**config.mk**
```make
export PLATFORM = sky130hd
export DESIGN_NAME = dgrf_step
export DESIGN_NICKNAME = d
export VERILOG_FILES = /design/src/sv/dgrf_pkg.sv /design/src/sv/dgrf_step.sv
export SDC_FILE = /design/constraint.sdc
export NUM_CORES = 2
export LEC_CHECK = 0
export BUFFER_PORTS_ARGS = -buffer_cell sky130_fd_sc_hd__buf_4
export CAP_MARGIN = 15
export CORE_ASPECT_RATIO = 0.9
export CORE_MARGIN = 5
export CORE_UTILIZATION = 70
export DETAILED_ROUTE_END_ITERATION = 10
export PLACE_DENSITY = 0.91
export SYNTH_ARGS = -nofsm -noshare
export SYNTH_HDL_FRONTEND = slang
export SYNTH_SLANG_ARGS = --single-unit
```
**constraint.sdc**
```tcl
create_clock -name vclk -period 16.5
set_input_delay 0 -clock vclk [all_inputs]
set_output_delay 0 -clock vclk [all_outputs]
set_load 0.02 [all_outputs]
```
**src/sv/dgrf_pkg.sv**
```systemverilog
// ----------------------------------------------------------------------------
// dgrf_pkg
// Shared types and constants of the dual raise/fall gain tracker.
// ----------------------------------------------------------------------------
package dgrf_pkg;

  localparam int unsigned GAIN_W = 24;

  // 1.0 in unsigned Q8.16
  localparam logic [GAIN_W-1:0] ONE_Q16 = 24'h01_0000;

  typedef enum logic [2:0] {
    GM_DISABLED    = 3'd0,
    GM_INDEPENDENT = 3'd1,
    GM_TOGETHER    = 3'd2,
    GM_ALTERNATE   = 3'd3,
    GM_HALF_ALT    = 3'd4
  } gain_mode_t;

  typedef enum logic [1:0] {
    FN_UPDATE = 2'd0,
    FN_LOAD   = 2'd1,
    FN_CLEAR  = 2'd2,
    FN_HOLD   = 2'd3
  } func_t;

  typedef enum logic [2:0] {
    REG_GAIN_MODE       = 3'd0,
    REG_STEP_IS_PRODUCT = 3'd1,
    REG_RAISE_STEP      = 3'd2,
    REG_FALL_STEP       = 3'd3,
    REG_GAIN_CAP        = 3'd4
  } reg_index_t;

  // Step settings shared by both sides
  typedef struct packed {
    logic              step_is_product;
    logic [19:0]       raise_step;
    logic [16:0]       fall_step;
    logic [GAIN_W-1:0] gain_cap;
  } step_cfg_t;

endpackage

```
**src/sv/dgrf_step.sv**
```systemverilog
// ----------------------------------------------------------------------------
// dgrf_step
// Raise or fall of one multiplier, additive or multiplicative, with cap at
// gain_cap and floor at 1.0. Pure combinational.
// ----------------------------------------------------------------------------
module dgrf_step (
  input  logic [dgrf_pkg::GAIN_W-1:0] level,
  input  logic                        up,
  input  dgrf_pkg::step_cfg_t         cfg,
  output logic [dgrf_pkg::GAIN_W-1:0] result
);
  import dgrf_pkg::*;

  logic [20:0] raise_mult;
  logic [44:0] up_prod;
  logic [28:0] up_raw;
  logic [16:0] fall_mult;
  logic [40:0] dn_prod;
  logic [24:0] dn_raw;

  assign raise_mult = 21'(ONE_Q16) + 21'(cfg.raise_step);
  assign up_prod    = 45'(level) * 45'(raise_mult);
  assign fall_mult  = 17'(ONE_Q16) - cfg.fall_step;
  assign dn_prod    = 41'(level) * 41'(fall_mult);

  always_comb begin
    if (cfg.step_is_product) begin
      up_raw = up_prod[44:16];
    end else begin
      up_raw = 29'(level) + 29'(cfg.raise_step);
    end

    // fall candidate, forced to 1.0 when the step eats the whole value
    if (cfg.step_is_product) begin
      if (cfg.fall_step[16]) begin
        dn_raw = 25'(ONE_Q16);
      end else begin
        dn_raw = dn_prod[40:16];
      end
    end else begin
      if (24'(cfg.fall_step) >= level) begin
        dn_raw = 25'(ONE_Q16);
      end else begin
        dn_raw = 25'(level - 24'(cfg.fall_step));
      end
    end

    if (up) begin
      if (up_raw > 29'(cfg.gain_cap)) begin
        result = cfg.gain_cap;
      end else begin
        result = up_raw[GAIN_W-1:0];
      end
    end else begin
      if (dn_raw < 25'(ONE_Q16)) begin
        result = ONE_Q16;
      end else begin
        result = dn_raw[GAIN_W-1:0];
      end
    end
  end

endmodule
```
# Word-level counts from Yosys, hierarchy flattened
# Index checks and enable logic that the tools add are counted.
# Widths: inputs -> output; s select.
[classes]
n_lt_le_gt_ge = 3
n_mux = 7
n_mul = 2
add_sub_neg = 4
[ops]
columns = ["op", "n"]
rows = [
  ["$mux 25", 3],
  ["$mux 24", 3],
  ["$mul 24x21->45", 1],
  ["$mul 24x17->41", 1],
  ["$gt 29x24->1", 1],
  ["$mux 29", 1],
  ["$add 24x20->25", 1],
  ["$lt 25x17->1 const B", 1],
  ["$sub 24x17->25", 1],
  ["$ge 17x24->1", 1],
  ["$add 17x20->21 const A", 1],
  ["$sub 17x17->17 const A", 1],
]
[totals]
ff_bits = 0
inputBits = 87
out_inout_bits = 24
wordCells = 16

# Depth between registers and ports, before layout
[depth]
depth_word = 7
mapped_depth = 40

# Worst setup path after synthesis
# Ideal clock, no wire load.
[synth_timing]
kind = "input -> output"
startpoint = "input port level[22] in the netlist's numbering"
endpoint = "output port result[17] in the netlist's numbering"
cell_stages = 39
arrival_ns = 9.038
path_slack_ns = 7.462
cell_sequence = "clkbuf_1 -> clkbuf_1 -> clkbuf_1 -> nand2_1 -> fa_1 -> inv_1 -> fa_1 -> fa_1 -> fa_1 -> inv_1 -> fa_1 -> inv_1 -> fa_1 -> inv_1 -> fa_1 -> inv_1 -> ha_1 -> buf_2 -> [... 3 more ...] -> a41o_1 -> or3_2 -> a31oi_2 -> xnor2_1 -> nor2_1 -> a21oi_1 -> ha_1 -> nand4_1 -> nor2_1 -> nand4_1 -> nor4_1 -> nor2_1 -> a22o_1 -> a2111o_1 -> o32ai_4 -> buf_6 -> mux2i_1 -> mux2i_1"
[synth_via]
elab_chain_cells = 6
elab_cells_between_ends = 14
[synth_rtl]
columns = ["element", "line", "source"]
rows = [
  ["from (decl)", "dgrf_step.sv:7", "input logic [dgrf_pkg::GAIN_W-1:0] level,"],
  ["$mul 24x17->41, or another cell as far along", "dgrf_step.sv:24", "assign dn_prod = 41'(level) * 41'(fall_mult);"],
  ["$mux 25, on equally long branches", "dgrf_step.sv:35, dgrf_step.sv:41", ""],
  ["$mux 25", "dgrf_step.sv:34", "if (cfg.step_is_product) begin"],
  ["$lt 25x17->1", "dgrf_step.sv:55", "if (dn_raw < 25'(ONE_Q16)) begin"],
  ["$mux 24", "dgrf_step.sv:55", ""],
  ["$mux 24 (*)", "dgrf_step.sv:48", "if (up) begin"],
  ["to (decl)", "dgrf_step.sv:10", "output logic [dgrf_pkg::GAIN_W-1:0] result"],
]
# Every way passes the cells marked *; elsewhere a longest branch is shown, timed or not.

# Worst setup path in the final report
[layout_timing]
startpoint = "input port cfg[57] in the netlist's numbering"
endpoint = "output port result[11] in the netlist's numbering"
[layout_via]
elab_chain_cells = 6
elab_cells_between_ends = 7
[layout_rtl]
columns = ["element", "line", "source"]
rows = [
  ["from (decl)", "dgrf_step.sv:9", "input dgrf_pkg::step_cfg_t cfg,"],
  ["$add 17x20->21", "dgrf_step.sv:21", "assign raise_mult = 21'(ONE_Q16) + 21'(cfg.raise_step);"],
  ["$mul 24x21->45", "dgrf_step.sv:22", "assign up_prod = 45'(level) * 45'(raise_mult);"],
  ["$mux 29 (*)", "dgrf_step.sv:27", "if (cfg.step_is_product) begin"],
  ["$gt 29x24->1", "dgrf_step.sv:49", "if (up_raw > 29'(cfg.gain_cap)) begin"],
  ["$mux 24 (*)", "dgrf_step.sv:49", ""],
  ["$mux 24 (*)", "dgrf_step.sv:48", ""],
]
# Marked as above.

==> flow_summary.yaml <==
final_layout:
  clkbuf_count: 0
  numSequentialCells: 0
  syn2layout_area_growth_pct: 3.23
  layout.nets: 5030
  post_route_cells_drive_above_1_share: 0.0460
  seq_area_um2: 0
  antenna_diode_instance_count: 0
  fillCellCount: 3312
logic_synthesis:
  synth_area_um2: 33000
  avgSynthCellArea_um2: 8.37
  synth-seq-area-share: 0
  synth.lib_cells_used.distinct: 87
  area_share_of_the_largest_cell_type_after_synthesis: 0.451
  syn-instance-count: 3939
  post_synth_main_area_contributors: "sky130_fd_sc_hd__fa_1 (45%), sky130_fd_sc_hd__ha_1 (12%), sky130_fd_sc_hd__inv_1 (10%)"
  total_nets_after_synthesis: 5098
  yosys.cell_count.top_type: "sky130_fd_sc_hd__inv_1"
  synth_top_cells_by_count: "sky130_fd_sc_hd__inv_1 (885), sky130_fd_sc_hd__fa_1 (743), sky130_fd_sc_hd__nand2_1 (665)"
  netlist.top_cell.by_area: "sky130_fd_sc_hd__fa_1"
  yosysWarningCount: 0
worst_setup_path:
  slowest_stage: "sky130_fd_sc_hd__and3_1"
  path_class: "input pin to output pin"
  path_common_cell: "sky130_fd_sc_hd__fa_1"
  cp-startpoint: "cfg[57]"
  max_stage_delay_ns: 0.74
  endpoint_kind: "output pin"
  critical_path.startpoint_type: "input pin"
  cp.arrival_ns: 10.38
  worst-path-max-fanout: 27
  crit_required_ns: 16.50
detailed_routing:
  wl_um: 96900
  vias_per_inst: 6.21
  drc_errors: 0
  detail_route.first_pass.iterations: 6
  via_count: 27800
  drt_iter0_drc: 2947
  drt.antenna.violating_nets: 0
  post_drt_wl_per_cell_um: 21.6
grt:
  grt_pass1_wl_um: 156000
  first_global_vias: 30000
  globalRouteOverflowTotal: 0
  grt_antenna_before_repair: 0
  pin_count_of_the_biggest_net_entering_global_routing: 46
  global_router_s_overall_resource_usage: 0.382
die:
  die-width_um: 239
  core-area_um2: 46600
  num_io_pins: 111
  fp.dieH_um: 216
  dieArea_um2: 51500
  start_util: 0.707
  placementRows: 75
sta:
  max-slew-margin-rel: 0.213
  hold_violations_final: 0
  timing_worst_slew_pin_value_ns: 1.17
  setup_violations: 0
  timing.final.max_slew_violations: 0
  finalWorstPathRequiredPeriod_ns: 10.38
  final.period_utilization: 0.629
  fmax_ghz: 0.0963
  grt_setup_unrepaired: "no"
  fin_tns_setup_ns: 0
place:
  sum_of_net_half_perimeters_after_detailed_placement_um: 74600
  port_buffers: 111
  gp_routability_congestion: 1.07
flow_run:
  max_cap_viol_count: 0
worst_hold_path:
  hold_class: "input pin to output pin"
  min_path_cells: 4
  worstHoldStart: "cfg[12]"
clock_network:
  post_cts_resized: 0
  ctsHoldBuffers: 0
  cts.repair_timing.setup_buffer_count: 0
run_status:
  status: "completed"
-- metal layers --
layer  track usage  vias up  part of all wire
met5        0.0161        -            0.0012
met4         0.177        2             0.064
met3         0.108      435              0.14
met2         0.582     1999              0.44
met1         0.510    13600              0.36
li1              -    11800                 -
-- cell type report --
cell class,instances,area [um^2],share of cell area
inverters,886,3330,0.0978
multi-input cells,2850,28900,0.850
well taps,616,771,0.0227
repair buffers,133,998,0.0293
-- worst max-delay path: cells and delay by family --
kind	cells	cell delay, ns
adders and majority gates	10	4.31
and+or+nand+nor	7	1.66
muxes	1	0.44
buffers and inverters	7	1.04
AOI/OAI and AO/OA	10	2.90
-- final timing paths --
path / end / slack (ns)
max: result[11] / 6.12
min: result[12] / 0.43
-- metrics by stage --
stage / utilization / worst slack, ns / hold slack (ns) / instances / instance area [um^2]
2_1_floorplan: - / 7.46 / 0.226 / 3939 / 33000
3_3_place_gp: 0.729 / 6.47 / 0.413 / 4485 / 34000
3_5_place_dp: 0.729 / 6.39 / 0.425 / 4485 / 34000
4_1_cts: 0.729 / 6.35 / 0.429 / 4485 / 34000
5_1_grt: 0.729 / 5.72 / 0.452 / 4485 / 34000
6_report: 0.729 / 6.12 / 0.431 / 4485 / 34000
-- cells by family (layout without fill, tap and decap cells) --
kind of cell             count (synthesis)  after routing  synth area share
AO/OA/AOI/OAI                          409            409            0.0844
multiplexers                            36             36            0.0110
adder cells (fa/ha/maj)               1072           1072             0.576
AND/OR/NAND/NOR                       1231           1231             0.176
buffers and inverters                 1089           1019             0.125
XOR/XNOR                               102            102            0.0271
-- placed cells by master (no fill, tap or decap), types with 14 or more instances in the layout --
| cell type | synthesis | layout |
|---|---|---|
| sky130_fd_sc_hd__o21ai_0 | 61 | 61 |
| sky130_fd_sc_hd__nor2_1 | 82 | 82 |
| sky130_fd_sc_hd__a21o_1 | 39 | 39 |
| sky130_fd_sc_hd__a211oi_1 | 19 | 19 |
| sky130_fd_sc_hd__mux2i_1 | 34 | 34 |
| sky130_fd_sc_hd__and3_1 | 19 | 19 |
| sky130_fd_sc_hd__o22ai_1 | 14 | 14 |
| sky130_fd_sc_hd__and2_1 | 297 | 297 |
| sky130_fd_sc_hd__a22oi_1 | 14 | 14 |
| sky130_fd_sc_hd__inv_1 | 885 | 885 |
| sky130_fd_sc_hd__nand2_1 | 665 | 665 |
| sky130_fd_sc_hd__o211ai_1 | 16 | 16 |
| sky130_fd_sc_hd__a31oi_1 | 14 | 14 |
| sky130_fd_sc_hd__xnor2_1 | 74 | 63 |
| sky130_fd_sc_hd__nand3_1 | 27 | 27 |
| sky130_fd_sc_hd__nor3_1 | 30 | 30 |
| sky130_fd_sc_hd__o21a_1 | 25 | 25 |
| sky130_fd_sc_hd__buf_4 | 0 | 133 |
| sky130_fd_sc_hd__xor2_1 | 28 | 28 |
| sky130_fd_sc_hd__ha_1 | 329 | 329 |
| sky130_fd_sc_hd__a21oi_1 | 116 | 115 |
| sky130_fd_sc_hd__nor2b_1 | 31 | 31 |
| sky130_fd_sc_hd__nand4_1 | 25 | 25 |
| sky130_fd_sc_hd__fa_1 | 743 | 743 |
Power is not shown: default switching activity piles up to over one toggle a cycle in this logic, so the estimate is an artifact.
